**config.mk**
```make
export PLATFORM = sky130hd
export DESIGN_NAME = timed_segment_sequencer_core
export DESIGN_NICKNAME = d
export VERILOG_FILES = /design/src/tss_pkg.sv /design/src/tss_datapath.sv /design/src/tss_ctrl.sv /design/src/timed_segment_sequencer_core.sv
export SDC_FILE = /design/constraint.sdc
export NUM_CORES = 2
export LEC_CHECK = 0
export BUFFER_PORTS_ARGS = -buffer_cell sky130_fd_sc_hd__buf_2
export CORE_ASPECT_RATIO = 1.5
export CORE_UTILIZATION = 41
export CTS_CLUSTER_SIZE = 8
export DETAILED_ROUTE_END_ITERATION = 10
export GPL_TIMING_DRIVEN = 0
export PLACE_DENSITY = 0.59
export SYNTH_ARGS = -nofsm -noshare
export SYNTH_HDL_FRONTEND = slang
export SYNTH_SLANG_ARGS = --single-unit
```
**constraint.sdc**
```tcl
create_clock -name clk -period 8 [get_ports clk]
set_input_delay 1.6 -clock clk [delete_from_list [all_inputs] [get_ports clk]]
set_output_delay 1.6 -clock clk [all_outputs]
set_load 0.01 [all_outputs]
```
**src/tss_pkg.sv**
```systemverilog
`default_nettype none
package tss_pkg;
	localparam int MaxSegments = 8;
	localparam int EventsPerSegment = 4;
	localparam int SegW = 4;
	localparam int EvW = 2;
	localparam int CntW = 3;
	localparam int SlotW = 5;
	localparam logic [31:0] MinDurationUs = 32'd1000;

	localparam logic [2:0] OP_ADD_SEG = 3'd0;
	localparam logic [2:0] OP_ADD_EVT = 3'd1;
	localparam logic [2:0] OP_PLAY = 3'd2;
	localparam logic [2:0] OP_STOP = 3'd3;
	localparam logic [2:0] OP_SKIP = 3'd4;
	localparam logic [2:0] OP_TICK = 3'd5;

	localparam logic [2:0] KIND_CHANGED = 3'd0;
	localparam logic [2:0] KIND_FIRED = 3'd1;
	localparam logic [2:0] KIND_COMPLETE = 3'd2;
	localparam logic [2:0] KIND_REJECTED = 3'd3;
	localparam logic [2:0] KIND_STATUS = 3'd4;

	typedef struct packed {
		logic [2:0] operation;
		logic [31:0] time_value;
		logic signed [7:0] target_index;
		logic [15:0] event_tag;
	} in_item_t;

	typedef struct packed {
		logic [2:0] kind;
		logic [3:0] changed_index;
		logic [15:0] fired_tag;
		logic [3:0] segment_now;
		logic [31:0] time_in_segment;
		logic is_playing;
		logic is_complete;
		logic last;
	} out_item_t;

	typedef enum logic [3:0] {
		ST_IDLE,
		ST_DECODE,
		ST_INS_SCAN,
		ST_INS_SHIFT,
		ST_FIRE_RD,
		ST_FIRE_CHK,
		ST_ADV,
		ST_EMIT,
		ST_STATUS
	} state_t;

	// commands from controller to datapath
	typedef struct packed {
		logic load_item;
		logic add_seg;
		logic add_evt_begin;
		logic ins_step;
		logic ins_shift;
		logic play;
		logic stop;
		logic skip;
		logic tick_begin;
		logic fire_rd;
		logic fire_mark;
		logic adv;
		logic emit;
		logic [2:0] emit_kind;
		logic emit_last;
		logic emit_chg;
		logic emit_tag;
	} cmd_t;

	// status from datapath to controller
	typedef struct packed {
		logic [2:0] op;
		logic seg_full;
		logic evt_reject;
		logic seg_empty;
		logic tick_idle;
		logic tick_past;
		logic ins_done;
		logic shift_done;
		logic fire_done;
		logic fire_hit;
		logic adv_wrap;
		logic adv_end;
		logic out_busy;
	} sts_t;
endpackage
`default_nettype wire

```
**src/tss_datapath.sv**
```systemverilog
`default_nettype none
module tss_datapath (
	input wire logic clk,
	input wire logic arst_n,
	input wire tss_pkg::in_item_t in_item,
	input wire tss_pkg::cmd_t cmd,
	output tss_pkg::sts_t sts,
	output tss_pkg::out_item_t result,
	output logic result_valid,
	input wire logic result_ready
);
	logic [31:0] dur_mem [tss_pkg::MaxSegments];
	logic [31:0] evt_time_mem [tss_pkg::MaxSegments*tss_pkg::EventsPerSegment];
	logic [15:0] evt_tag_mem [tss_pkg::MaxSegments*tss_pkg::EventsPerSegment];
	logic [tss_pkg::MaxSegments*tss_pkg::EventsPerSegment-1:0] fired_q;
	logic [tss_pkg::CntW-1:0] n_evt_q [tss_pkg::MaxSegments];
	logic [tss_pkg::SegW-1:0] seg_cnt_q, cur_q;
	logic [31:0] time_q;
	logic playing_q, complete_q;
	tss_pkg::in_item_t item_q;
	logic [31:0] ev_t_q;
	logic [tss_pkg::CntW-1:0] pos_q;
	logic [tss_pkg::CntW-1:0] idx_q;
	logic [31:0] rd_time_q;
	logic [15:0] rd_tag_q;
	logic [15:0] tag_q;
	logic [tss_pkg::SegW-1:0] chg_q;
	logic [31:0] dur_rd_q;
	tss_pkg::out_item_t res_q;
	logic res_v_q;

	logic [tss_pkg::CntW-1:0] last_n;
	logic [tss_pkg::SlotW-1:0] slot_ins, slot_rd, slot_src, slot_dst;
	logic [32:0] sum;
	logic [31:0] clamp_t;
	logic [tss_pkg::SegW-1:0] skip_idx;
	logic [2:0] cur_seg;

	assign cur_seg = cur_q[2:0];
	assign last_n = n_evt_q[seg_cnt_q[2:0] - 3'd1];
	assign slot_ins = {seg_cnt_q[2:0] - 3'd1, pos_q[1:0]};
	assign slot_dst = {seg_cnt_q[2:0] - 3'd1, idx_q[1:0]};
	assign slot_src = {seg_cnt_q[2:0] - 3'd1, idx_q[1:0] - 2'd1};
	assign slot_rd = {cur_seg, idx_q[1:0]};
	assign sum = {1'b0, time_q} + {1'b0, item_q.time_value};
	assign clamp_t = (item_q.time_value > dur_mem[seg_cnt_q[2:0] - 3'd1]) ?
		dur_mem[seg_cnt_q[2:0] - 3'd1] : item_q.time_value;

	always_comb begin
		if (item_q.target_index[7])
			skip_idx = '0;
		else if ({1'b0, item_q.target_index[6:0]} > {4'd0, seg_cnt_q - 4'd1})
			skip_idx = seg_cnt_q - 4'd1;
		else
			skip_idx = item_q.target_index[3:0];
	end

	always_comb begin
		sts.op = item_q.operation;
		sts.seg_full = seg_cnt_q >= 4'(tss_pkg::MaxSegments);
		sts.evt_reject = (seg_cnt_q == '0) ||
			(last_n >= 3'(tss_pkg::EventsPerSegment));
		sts.seg_empty = seg_cnt_q == '0;
		sts.tick_idle = !playing_q || complete_q;
		sts.tick_past = cur_q >= seg_cnt_q;
		sts.ins_done = (pos_q >= last_n) ||
			(evt_time_mem[slot_ins] >= ev_t_q);
		sts.shift_done = idx_q <= pos_q;
		sts.fire_done = idx_q >= n_evt_q[cur_seg];
		sts.fire_hit = !fired_q[slot_rd] && (time_q >= rd_time_q);
		sts.adv_wrap = time_q >= dur_rd_q;
		sts.adv_end = (cur_q + 4'd1) >= seg_cnt_q;
		sts.out_busy = res_v_q && !result_ready;
	end

	// storage writes (no reset)
	always_ff @(posedge clk) begin
		if (cmd.add_seg && !sts.seg_full)
			dur_mem[seg_cnt_q[2:0]] <= (item_q.time_value == '0) ?
				tss_pkg::MinDurationUs : item_q.time_value;
		if (cmd.ins_shift) begin
			if (idx_q > pos_q) begin
				evt_time_mem[slot_dst] <= evt_time_mem[slot_src];
				evt_tag_mem[slot_dst] <= evt_tag_mem[slot_src];
			end else begin
				evt_time_mem[slot_ins] <= ev_t_q;
				evt_tag_mem[slot_ins] <= item_q.event_tag;
			end
		end
		if (cmd.fire_rd) begin
			rd_time_q <= evt_time_mem[slot_rd];
			rd_tag_q <= evt_tag_mem[slot_rd];
		end
		dur_rd_q <= dur_mem[cur_seg];
		if (cmd.load_item)
			item_q <= in_item;
		if (cmd.add_evt_begin)
			ev_t_q <= clamp_t;
	end

	always_ff @(posedge clk or negedge arst_n) begin
		if (!arst_n) begin
			fired_q <= '0;
			for (int s = 0; s < tss_pkg::MaxSegments; s++)
				n_evt_q[s] <= '0;
			seg_cnt_q <= '0;
			cur_q <= '0;
			time_q <= '0;
			playing_q <= 1'b0;
			complete_q <= 1'b0;
			pos_q <= '0;
			idx_q <= '0;
			tag_q <= '0;
			chg_q <= '0;
			res_v_q <= 1'b0;
			res_q <= '0;
		end else begin
			if (cmd.emit)
				res_v_q <= 1'b1;
			else if (res_v_q && result_ready)
				res_v_q <= 1'b0;
			if (cmd.add_seg && !sts.seg_full) begin
				n_evt_q[seg_cnt_q[2:0]] <= '0;
				fired_q[{seg_cnt_q[2:0], 2'd0} +: tss_pkg::EventsPerSegment] <= '0;
				seg_cnt_q <= seg_cnt_q + 4'd1;
			end
			if (cmd.add_evt_begin)
				pos_q <= '0;
			if (cmd.ins_step) begin
				if (!sts.ins_done)
					pos_q <= pos_q + 3'd1;
				else
					idx_q <= last_n;
			end
			if (cmd.ins_shift) begin
				if (idx_q > pos_q) begin
					fired_q[slot_dst] <= fired_q[slot_src];
					idx_q <= idx_q - 3'd1;
				end else begin
					fired_q[slot_ins] <= 1'b0;
					n_evt_q[seg_cnt_q[2:0] - 3'd1] <= last_n + 3'd1;
				end
			end
			if (cmd.play) begin
				if (sts.seg_empty)
					complete_q <= 1'b1;
				else begin
					fired_q <= '0;
					cur_q <= '0;
					time_q <= '0;
					playing_q <= 1'b1;
					complete_q <= 1'b0;
				end
				chg_q <= '0;
			end
			if (cmd.stop)
				playing_q <= 1'b0;
			if (cmd.skip && !sts.seg_empty) begin
				cur_q <= skip_idx;
				chg_q <= skip_idx;
				time_q <= '0;
				playing_q <= 1'b1;
				complete_q <= 1'b0;
				fired_q[{skip_idx[2:0], 2'd0} +: tss_pkg::EventsPerSegment] <= '0;
			end
			if (cmd.tick_begin) begin
				if (sts.tick_past) begin
					complete_q <= 1'b1;
					playing_q <= 1'b0;
				end else
					time_q <= sum[32] ? 32'hFFFF_FFFF : sum[31:0];
				idx_q <= '0;
			end
			if (cmd.fire_mark) begin
				if (sts.fire_hit) begin
					fired_q[slot_rd] <= 1'b1;
					tag_q <= rd_tag_q;
				end
				idx_q <= idx_q + 3'd1;
			end
			if (cmd.adv) begin
				idx_q <= '0;
				cur_q <= cur_q + 4'd1;
				if (sts.adv_end) begin
					playing_q <= 1'b0;
					complete_q <= 1'b1;
					time_q <= '0;
				end else begin
					time_q <= time_q - dur_rd_q;
					chg_q <= cur_q + 4'd1;
					fired_q[{cur_seg + 3'd1, 2'd0} +: tss_pkg::EventsPerSegment] <= '0;
				end
			end
			if (cmd.emit) begin
				res_q.kind <= cmd.emit_kind;
				res_q.changed_index <= cmd.emit_chg ? chg_q : '0;
				res_q.fired_tag <= cmd.emit_tag ? tag_q : '0;
				res_q.segment_now <= cur_q;
				res_q.time_in_segment <= time_q;
				res_q.is_playing <= playing_q;
				res_q.is_complete <= complete_q;
				res_q.last <= cmd.emit_last;
			end
		end
	end

	assign result = res_q;
	assign result_valid = res_v_q;
endmodule
`default_nettype wire

```
**src/tss_ctrl.sv**
```systemverilog
`default_nettype none
module tss_ctrl (
	input wire logic clk,
	input wire logic arst_n,
	input wire logic in_valid,
	output logic in_ready,
	input wire tss_pkg::sts_t sts,
	output tss_pkg::cmd_t cmd
);
	tss_pkg::state_t state_q, state_d;
	// pending emit and where to go after it
	logic [2:0] kind_q, kind_d;
	logic chg_q, chg_d, tagsel_q, tagsel_d;
	tss_pkg::state_t ret_q, ret_d;
	logic fire_sel_q, fire_sel_d; // fire walk after a segment change

	always_comb begin
		state_d = state_q;
		kind_d = kind_q;
		chg_d = chg_q;
		tagsel_d = tagsel_q;
		ret_d = ret_q;
		fire_sel_d = fire_sel_q;
		unique case (state_q)
			tss_pkg::ST_IDLE: begin
				if (in_valid)
					state_d = tss_pkg::ST_DECODE;
			end
			tss_pkg::ST_DECODE: begin
				state_d = tss_pkg::ST_STATUS;
				chg_d = 1'b0;
				tagsel_d = 1'b0;
				ret_d = tss_pkg::ST_STATUS;
				case (sts.op)
					tss_pkg::OP_ADD_SEG: begin
						if (sts.seg_full) begin
							kind_d = tss_pkg::KIND_REJECTED;
							state_d = tss_pkg::ST_EMIT;
						end
					end
					tss_pkg::OP_ADD_EVT: begin
						if (sts.evt_reject) begin
							kind_d = tss_pkg::KIND_REJECTED;
							state_d = tss_pkg::ST_EMIT;
						end else
							state_d = tss_pkg::ST_INS_SCAN;
					end
					tss_pkg::OP_PLAY: begin
						if (!sts.seg_empty) begin
							kind_d = tss_pkg::KIND_CHANGED;
							chg_d = 1'b1;
							state_d = tss_pkg::ST_EMIT;
						end
					end
					tss_pkg::OP_SKIP: begin
						if (!sts.seg_empty) begin
							kind_d = tss_pkg::KIND_CHANGED;
							chg_d = 1'b1;
							state_d = tss_pkg::ST_EMIT;
						end
					end
					tss_pkg::OP_TICK: begin
						if (!sts.tick_idle && !sts.tick_past) begin
							state_d = tss_pkg::ST_FIRE_RD;
							fire_sel_d = 1'b0;
						end
					end
					default: ;
				endcase
			end
			tss_pkg::ST_INS_SCAN: begin
				if (sts.ins_done)
					state_d = tss_pkg::ST_INS_SHIFT;
			end
			tss_pkg::ST_INS_SHIFT: begin
				if (sts.shift_done)
					state_d = tss_pkg::ST_STATUS;
			end
			tss_pkg::ST_FIRE_RD: begin
				if (sts.fire_done) begin
					if (fire_sel_q) begin
						kind_d = tss_pkg::KIND_CHANGED;
						chg_d = 1'b1;
						tagsel_d = 1'b0;
						ret_d = tss_pkg::ST_ADV;
						state_d = tss_pkg::ST_EMIT;
					end else
						state_d = tss_pkg::ST_ADV;
				end else
					state_d = tss_pkg::ST_FIRE_CHK;
			end
			tss_pkg::ST_FIRE_CHK: begin
				if (sts.fire_hit) begin
					kind_d = tss_pkg::KIND_FIRED;
					chg_d = 1'b0;
					tagsel_d = 1'b1;
					ret_d = tss_pkg::ST_FIRE_RD;
					state_d = tss_pkg::ST_EMIT;
				end else
					state_d = tss_pkg::ST_FIRE_RD;
			end
			tss_pkg::ST_ADV: begin
				if (!sts.adv_wrap)
					state_d = tss_pkg::ST_STATUS;
				else if (sts.adv_end) begin
					kind_d = tss_pkg::KIND_COMPLETE;
					chg_d = 1'b0;
					tagsel_d = 1'b0;
					ret_d = tss_pkg::ST_STATUS;
					state_d = tss_pkg::ST_EMIT;
				end else begin
					fire_sel_d = 1'b1;
					state_d = tss_pkg::ST_FIRE_RD;
				end
			end
			tss_pkg::ST_EMIT: begin
				if (!sts.out_busy)
					state_d = ret_q;
			end
			tss_pkg::ST_STATUS: begin
				if (!sts.out_busy)
					state_d = tss_pkg::ST_IDLE;
			end
			default: state_d = tss_pkg::ST_IDLE;
		endcase
	end

	always_comb begin
		cmd = '0;
		in_ready = 1'b0;
		unique case (state_q)
			tss_pkg::ST_IDLE: begin
				in_ready = 1'b1;
				cmd.load_item = in_valid;
			end
			tss_pkg::ST_DECODE: begin
				case (sts.op)
					tss_pkg::OP_ADD_SEG: cmd.add_seg = 1'b1;
					tss_pkg::OP_ADD_EVT: cmd.add_evt_begin = !sts.evt_reject;
					tss_pkg::OP_PLAY: cmd.play = 1'b1;
					tss_pkg::OP_STOP: cmd.stop = 1'b1;
					tss_pkg::OP_SKIP: cmd.skip = 1'b1;
					tss_pkg::OP_TICK: cmd.tick_begin = !sts.tick_idle;
					default: ;
				endcase
			end
			tss_pkg::ST_INS_SCAN: cmd.ins_step = 1'b1;
			tss_pkg::ST_INS_SHIFT: cmd.ins_shift = 1'b1;
			tss_pkg::ST_FIRE_RD: cmd.fire_rd = 1'b1;
			tss_pkg::ST_FIRE_CHK: cmd.fire_mark = 1'b1;
			tss_pkg::ST_ADV: cmd.adv = sts.adv_wrap;
			tss_pkg::ST_EMIT: begin
				cmd.emit = !sts.out_busy;
				cmd.emit_kind = kind_q;
				cmd.emit_chg = chg_q;
				cmd.emit_tag = tagsel_q;
			end
			tss_pkg::ST_STATUS: begin
				cmd.emit = !sts.out_busy;
				cmd.emit_kind = tss_pkg::KIND_STATUS;
				cmd.emit_last = 1'b1;
			end
			default: ;
		endcase
	end

	always_ff @(posedge clk or negedge arst_n) begin
		if (!arst_n) begin
			state_q <= tss_pkg::ST_IDLE;
			kind_q <= '0;
			chg_q <= 1'b0;
			tagsel_q <= 1'b0;
			ret_q <= tss_pkg::ST_IDLE;
			fire_sel_q <= 1'b0;
		end else begin
			state_q <= state_d;
			kind_q <= kind_d;
			chg_q <= chg_d;
			tagsel_q <= tagsel_d;
			ret_q <= ret_d;
			fire_sel_q <= fire_sel_d;
		end
	end
endmodule
`default_nettype wire

```
**src/timed_segment_sequencer_core.sv**
```systemverilog
`default_nettype none
// a plain item passes the decode and status states after acceptance, its result item
// registered as status emits; a tick walks each stored event through a fire read and
// a fire check state, closes each walk with a fire read, crosses each segment boundary
// in an advance state and spends an emit state on each result item; one item in flight,
// the next taken when the fsm is back in idle; output stalls hold it in emit or status
// reset: arst_n clears control, counts, flags and fired marks; tables undefined until written
module timed_segment_sequencer_core (
	input wire logic clk,
	input wire logic arst_n,
	input wire logic in_valid,
	output logic in_ready,
	input wire tss_pkg::in_item_t in_data,
	output logic out_valid,
	input wire logic out_ready,
	output tss_pkg::out_item_t out_data
);
	// command and status between controller and datapath
	tss_pkg::cmd_t cmd;
	tss_pkg::sts_t sts;

	tss_ctrl u_ctrl (
		.clk(clk),
		.arst_n(arst_n),
		.in_valid(in_valid),
		.in_ready(in_ready),
		.sts(sts),
		.cmd(cmd)
	);

	tss_datapath u_dp (
		.clk(clk),
		.arst_n(arst_n),
		.in_item(in_data),
		.cmd(cmd),
		.sts(sts),
		.result(out_data),
		.result_valid(out_valid),
		.result_ready(out_ready)
	);
endmodule
`default_nettype wire

```
## Word-level counts from Yosys, hierarchy flattened

Memories as Yosys holds them, arrays and structs flattened. A register that Yosys moved wholly into a read port is not among the register bits.
Index checks and enable logic that the tools add are counted.
Widths: inputs -> output; s select.

| word-level totals | value |
|---|---|
| register bits after elaboration | 292 |
| latch bits | 0 |
| RAM bits | 1,792 |
| bits in read-only memories | 0 |
| bits of input ports | 63 |
| output and inout port bits | 64 |
| word-level logic and storage cells | 334 |
| memories kept | 3 |

| cells by class | value |
|---|---|
| add/sub/neg operators | 15 |
| multipliers | 0 |
| divide/modulo/power cells | 0 |
| order comparisons | 25 |
| equality and inequality tests | 31 |
| shift-type cells | 6 |
| muxes and demuxes | 168 |
| bitwise operators | 8 |
| reduce and logical (&&, ||, !) cells | 40 |

Memory list:

| memory | words | width | rd ports | clocked after memory_dff | wr ports | line | RTL |
|---|---|---|---|---|---|---|---|
| u_dp.evt_time_mem | 32 | 32 | 3 | 1 | 1 | tss_datapath.sv:13 | `logic [31:0] evt_time_mem [tss_pkg::MaxSegments*tss_pkg::EventsPerSegment];` |
| u_dp.evt_tag_mem | 32 | 16 | 2 | 1 | 1 | tss_datapath.sv:14 | `logic [15:0] evt_tag_mem [tss_pkg::MaxSegments*tss_pkg::EventsPerSegment];` |
| u_dp.dur_mem | 8 | 32 | 2 | 1 | 1 | tss_datapath.sv:12 | `logic [31:0] dur_mem [tss_pkg::MaxSegments];` |

Operators with widths:

| cell | count |
|---|---|
| $mux 32 | 21 |
| $bwmux 32 | 4 |
| $mux 4 | 26 |
| $ge 32x32->1 | 3 |
| $shift 4x7->32 const A | 3 |
| $shiftx 4x7->32 const A | 3 |
| $mux 3 | 25 |
| $mux 24 | 3 |
| $mux 1 | 61 |
| $pmux 4 s9 | 1 |
| $add 32x32->33 | 1 |
| $and 32x32->32 | 1 |
| $gt 32x32->1 | 1 |
| $logic_not 32->1 | 1 |
| $mux 16 | 2 |
| $not 32->32 | 1 |
| $or 32x32->32 | 1 |
| $pmux 4 s4 | 2 |
| $reduce_or 32->1 | 1 |
| $sub 32x32->32 | 1 |
| $and 24x24->24 | 1 |
| $bwmux 24 | 1 |
| $lt 5x6->1 const B | 4 |
| $not 24->24 | 1 |
| 53 further kinds | 124 |

## Depth between registers and ports, before layout

| depth | value |
|---|---|
| depth in word-level cells | 25 |
| gate-level depth with buffers | 22 |
| gate-level depth less buffers | 17 |

## By module

A second synthesis with hierarchy kept.

| unflattened totals | value |
|---|---|
| cells, all modules | 6,527 |
| area total of the unflattened synthesis | 108,766.8 µm² |

By module, submodules not included:

| module | instances | cells an instance | area an instance (µm²) | seq. area each (µm²) |
|---|---|---|---|---|
| tss_datapath | 1 | 6,392 | 107,707.0 | 63,305.7 |
| tss_ctrl | 1 | 135 | 1,059.8 | 300.3 |

## Least setup slack after synthesis

No wires, ideal clock.

| timing | value |
|---|---|
| kind | register to register |
| from | register u_dp.idx_q[0] (netlist name) |
| to | memory u_dp.evt_tag_mem[11][0], enable pin |
| library setup time | 0.454 ns |
| arrival | 5.390 ns |
| data required time | 7.546 ns |
| setup slack | 2.156 ns |
| cell stages (with the launch flop) | 17 |
| buffers on the path | 8 |
| clock period less this slack | 5.844 ns |
| cells stage by stage | dfrtp_1 > buf_4 > buf_6 > buf_2 > clkbuf_1 > clkbuf_1 > buf_2 > inv_1 > ha_1 > and3_1 > a21o_1 > clkbuf_1 > nand2_1 > clkbuf_1 > nor3_1 > a31oi_1 > nor2_1 |

| on the way | value |
|---|---|
| longest elaborated chain between the ends | 6 |
| elaborated cells between the ends (all ways) | 10 |
| those cells by class | 1 x order compare; 8 x mux; 1 x reduce/logical |

RTL lines:

| item | line | RTL |
|---|---|---|
| start, declared | tss_datapath.sv:23 | `logic [tss_pkg::CntW-1:0] idx_q;` |
| start signal, assigned | tss_datapath.sv:133 | `idx_q <= last_n;` |
| start signal, assigned | tss_datapath.sv:138 | `idx_q <= idx_q - 3'd1;` |
| start signal, assigned | tss_datapath.sv:179 | `idx_q <= idx_q + 3'd1;` |
| $gt 3x3->1 | tss_datapath.sv:82 | `if (idx_q > pos_q) begin` |
| $mux 1 | tss_datapath.sv:82 |  |
| $mux 1 | tss_datapath.sv:81 | `if (cmd.ins_shift) begin` |
| $mux 1 (not written as such) | tss_datapath.sv:87 | `evt_tag_mem[slot_ins] <= item_q.event_tag;` |
| $reduce_or 16->1 (no source line) | - |  |
| $mux 5 (no source line) / $mux 1 (equally long branches) | - |  |
| end, declared | tss_datapath.sv:14 |  |

Several ways; a longest one is shown, not always the timed one.

## Worst setup path after layout

| timing | value |
|---|---|
| from | register u_dp.idx_q[1] (netlist name) |
| to | memory u_dp.evt_time_mem[2][17] (data pin) |

| on the way | value |
|---|---|
| longest elaborated chain between the ends | 6 |
| elaborated cells between the ends (all ways) | 8 |
| those cells by class | 1 x add/sub; 1 x order compare; 4 x mux; 1 x reduce/logical; 1 x memory |

RTL lines:

| item | line | RTL |
|---|---|---|
| $gt 3x3->1 | tss_datapath.sv:82 |  |
| $mux 1 | tss_datapath.sv:82 |  |
| $mux 1 | tss_datapath.sv:81 |  |
| $mux 1 (not written as such) | tss_datapath.sv:86 | `evt_time_mem[slot_ins] <= ev_t_q;` |
| $reduce_or 32->1 (no source line) | - |  |
| $mux 32 (no source line) (*) | - |  |
| end, declared | tss_datapath.sv:13 |  |

Mark *: on every way between the ends. The rest lies on a longest branch, timed or not.

==> summary.md <==
| Metric | Value |
|---|---|
| Die footprint | 267000 um^2 |
| Reg-to-reg setup timing slack | -250 ps |
| Setup TNS Final | -49990 ps |
| Detail Route Antenna Nets | 0 |
| Crit path kind | reg -> reg |
| Final critical-path setup slack | -251 ps |
| Vias in the first global route | around 80000 |
| Proportion of synthesized chip area in sequential cells | 0.585 |
| Starting density of the core | 0.412 |
| Clock-pin transition on the worst setup and hold timing paths | around 60 ps |
| Buffers added on ports | around 130 |
| Asr flop ratio synth | 0.0920 |
| CP endpoint kind | register |
| Critical register-to-register path endpoint | u_dp.evt_time_mem[2][17]$_DFFE_PP_ |
| Layout Skew | between 80 and 90 ps |
| Leak pwr | roughly 42 nW |
| Category of cells accounting for the largest share of critical-path delay | buffers and inverters |
| Die extent in x | about 420 um |
| Remaining Overflow, GRT | 0 |
| Peak ir drop on the vdd network | roughly 0.36 mV |
| Worst-path cell with the longest stage delay | clkbuf_1 |
| Detailed Route WL | 523 mm |
| Per-cell routed wire length | 48.1 um |
| Violated checks | capacitance limit, slew limit, setup timing |
| Final Critical Period | 8250 ps |
| Synthesized netlist cell count | about 6600 |
| TritonCTS sink count | 2162 |
| Startpoint of the most critical hold path | u_dp.dur_mem[6][14]$_DFFE_PP_ |
| Most frequently used flop master after synthesis | edfxtp_1 |
| Final period util | 1.03 |
| Most common cell after layout, fill and taps aside | edfxtp_1 |
| Power consumption | 0.0626 W |
| Wire length of the first global-routing pass | between 600 and 700 mm |
| Combined flip-flop and latch cell area | 63600 um^2 |
| PwrDens | about 500 nW/um^2 |
| TritonCTS clock tree | built |
| Vias after detailed routing | roughly 83000 |
| Required arrival time at the worst endpoint | between 8000 and 9000 ps |
| Area taken by multi-input logic gates | around 43000 um^2 |
| Result of the run | finished, violations left |
| Initial antenna violation count | slightly below 60 |
| Cell mode on critical path | clkbuf_2 |
| Depth of the most critical reg-to-reg path | 13 |
| Root Buffer | clkbuf_16 |
| Fill cell total of the finished layout | ~22000 |
| Worst-case setup slack after placement | -2880 ps |
| Slew at the pin closest to its max-slew limit | about 1700 ps |
| Global-route usage over all layers | 0.384 |
| Via count normalized by instance count | 7.68 |
| 1st-iter DRT viols | ~15000 |
| Instance count along the most critical hold path | 2 |
| Clock Tree Buf Depth | 4 |
| Ports placed on the boundary | roughly 130 |
| Maximum number of pins on one net before global-route repair | 114 |
| Fraction of final layout cells sized beyond drive strength 1 | 0.290 |
| Area share of the largest cell type after synthesis | 0.534 |
| Highest clock rate | 121 MHz |
| Worst rel slew slack | -0.148 |
| Largest cells by area after synthesis | edfxtp_1, mux4_2, dfrtp_1, a22oi_1, ha_1 |
| Count of unresolved DRC violations after routing | 0 |
| Largest fanout of any net on the critical path | 17 |
| Worst Setup Start Kind | register |
| Worst R2R Start | u_dp.idx_q[1]$_DFF_PN0_ |
| Most used cells in the layout excluding fill and tap cells | edfxtp_1, mux4_2, a22oi_1 |
| Clk Latency, worst-skew pair | around 950 ps |
| Worst hold path class | reg -> reg |
| Cell taking the most area after synthesis | edfxtp_1 |
| Half-perimeter wire length after placement | 364 mm |
| Cell row count | ~230 |
| Cell variety after synth | 83 |
| Cell Chain, Critical Path | clkbuf_1 -> clkbuf_1 -> clkbuf_2 -> inv_1 -> ha_1 -> buf_2 -> clkbuf_2 -> buf_2 -> clkbuf_2 -> mux4_2 -> a221oi_1 -> a31oi_2 -> buf_8 |
| EDFF count, synth | 1931 |
| Endpoint of the worst hold path | u_dp.dur_rd_q[14]$_DFF_P_ |
| Net count reported at finish | ~7500 |
| Core outline area | approximately 260000 um^2 |
| Number of warnings printed during yosys synthesis | 0 |
| Area Overhead vs Synth | 16.5% |
| H-tree levels | 5 |
| Arrival time worst endpoint | slightly below 9000 ps |
| Count of maximum capacitance violations | 32 |
| Vert. Die Dim | approximately 630 um |
| Avg Cell Area, Syn | between 15 and 20 um^2 |
| Slowest stage delay, CP | 1100 ps |
| Net count after synthesis | between 6000 and 7000 |
| Number of synthesized register bits | between 2000 and 2500 |
| Final number of setup-violating endpoints | 580 |
| Final hold violation count | 0 |
| Cell area after synthesis | ~110000 um^2 |
| Number of buffers created by CTS | between 300 and 400 |
| Routability cong. | slightly above 1 |
| Pre-Repair DR Iteration Count | 9 |
| Count of buffering cells on the critical path with inverters included | 9 |
| Number of max-slew violations in the final report | 340 |
| Cts hold-fix bufs | 0 |
[layer usage]
| layer | part of all wire | track usage | routed length [um] | vias up |
|---|---|---|---|---|
| li1 | - | - | - | 29300 |
| met4 | 0.12 | 0.366 | 61200 | 32 |
| met1 | 0.29 | 0.408 | 154000 | 42100 |
| met2 | 0.45 | 0.595 | 236000 | 8985 |
| met3 | 0.14 | 0.131 | 71300 | 2929 |
| met5 | 0.00040 | 0 | 209 | - |
[worst min-delay path: stages (launching register included)]
cell	delay, ps
edfxtp_1	350
a22oi_1	80
nand4_1	70
[worst max path at each step]
stage                                             start                                  end  slack, ps  cells past startpoint
after CTS                       u_dp.idx_q[0]$_DFF_PN0_   u_dp.evt_time_mem[2][17]$_DFFE_PP_        0.8                     16
after detailed placement  u_dp.seg_cnt_q[0]$_DFFE_PN0P_        u_ctrl.state_q[3]$_DFFE_PN0P_      -2880                     21
after global placement          u_dp.idx_q[0]$_DFF_PN0_  u_dp.evt_time_mem[16][17]$_DFFE_PP_      -5900                     16
final                           u_dp.idx_q[1]$_DFF_PN0_   u_dp.evt_time_mem[2][17]$_DFFE_PP_       -250                     13
after floorplan                 u_dp.idx_q[0]$_DFF_PN0_    u_dp.evt_tag_mem[11][0]$_DFFE_PP_       2160                     16
after global routing      u_dp.seg_cnt_q[0]$_DFFE_PN0P_        u_ctrl.state_q[0]$_DFFE_PN0P_       -0.7                     22
[power breakdown]
group	internal [W]	leakage, nW	total, W	switching [W]
Clock	0.00712	4.11	0.0122	0.00510
Sequential	0.0181	20.4	0.0188	0.000694
Combinational	0.00968	17.0	0.0315	0.0219
[sequential cells by signal (all words and copies together), names as in the netlist, 24 cells and up]
register	flops
u_dp.dur_mem	256
u_dp.dur_rd_q	32
u_dp.item_q	56
u_dp.rd_time_q	32
u_dp.evt_time_mem	1024
u_dp.ev_t_q	32
u_dp.time_q	32
u_dp.evt_tag_mem	512
u_dp.n_evt_q	24
u_dp.result	62
u_dp.fired_q	32
[metrics by stage]
stage / cell area [um^2] / hold slack, ps / utilization / std cells
floorplan: 109000 / 441 / - / 6585
CTS: 126000 / 456 / 0.479 / 10800
detailed placement: 118000 / 463 / 0.447 / 10400
global placement: 114000 / 450 / 0.431 / 10200
finish: 127000 / 462 / 0.480 / 10900
global route: 126000 / 481 / 0.480 / 10800
[cell type report]
class / count / share of cell area
clock buffer: 396 / 0.0650
buffer: 525 / 0.0187
clock inverter: 16 / 0.00190
inverter: 179 / 0.00531
multi-input combinational: 3716 / 0.339
sequential: 2162 / 0.502
antenna: 57 / 0.00113
timing repair buffer: 313 / 0.0322
tap: 3495 / 0.0345
[kinds of logic after synthesis]
logic type	count (synthesis)	share of synthesized area
AOI/OAI and AO/OA	1455	0.0965
xor gates and xnor gates	54	0.00435
adders and majority gates	202	0.0234
buffers and inverters	707	0.0257
DFF	2162	0.585
muxes	1131	0.225
and+or+nand+nor	874	0.0400
[synthesized netlist by cell type (all sizes together) (101+ instances only)]
library cell  instances
ha                  200
nand4               148
a22oi               605
clkbuf              392
buf                 136
o21ai               128
nand2               181
mux4               1040
nor2                252
inv                 178
a21oi               148
a22o                101
dfrtp               199
a221oi              102
edfxtp             1931
[repair_timing]
item / 4_1_cts / 5_1_grt
hold endpoints to repair: 0 / 0
gates resized for setup: 68 / 28
pin swaps: 1 / 1
endpoints found under the setup margin: 1653 / 468
setup buffers: 1 / 0
Power figures use the tool's default switching activity.
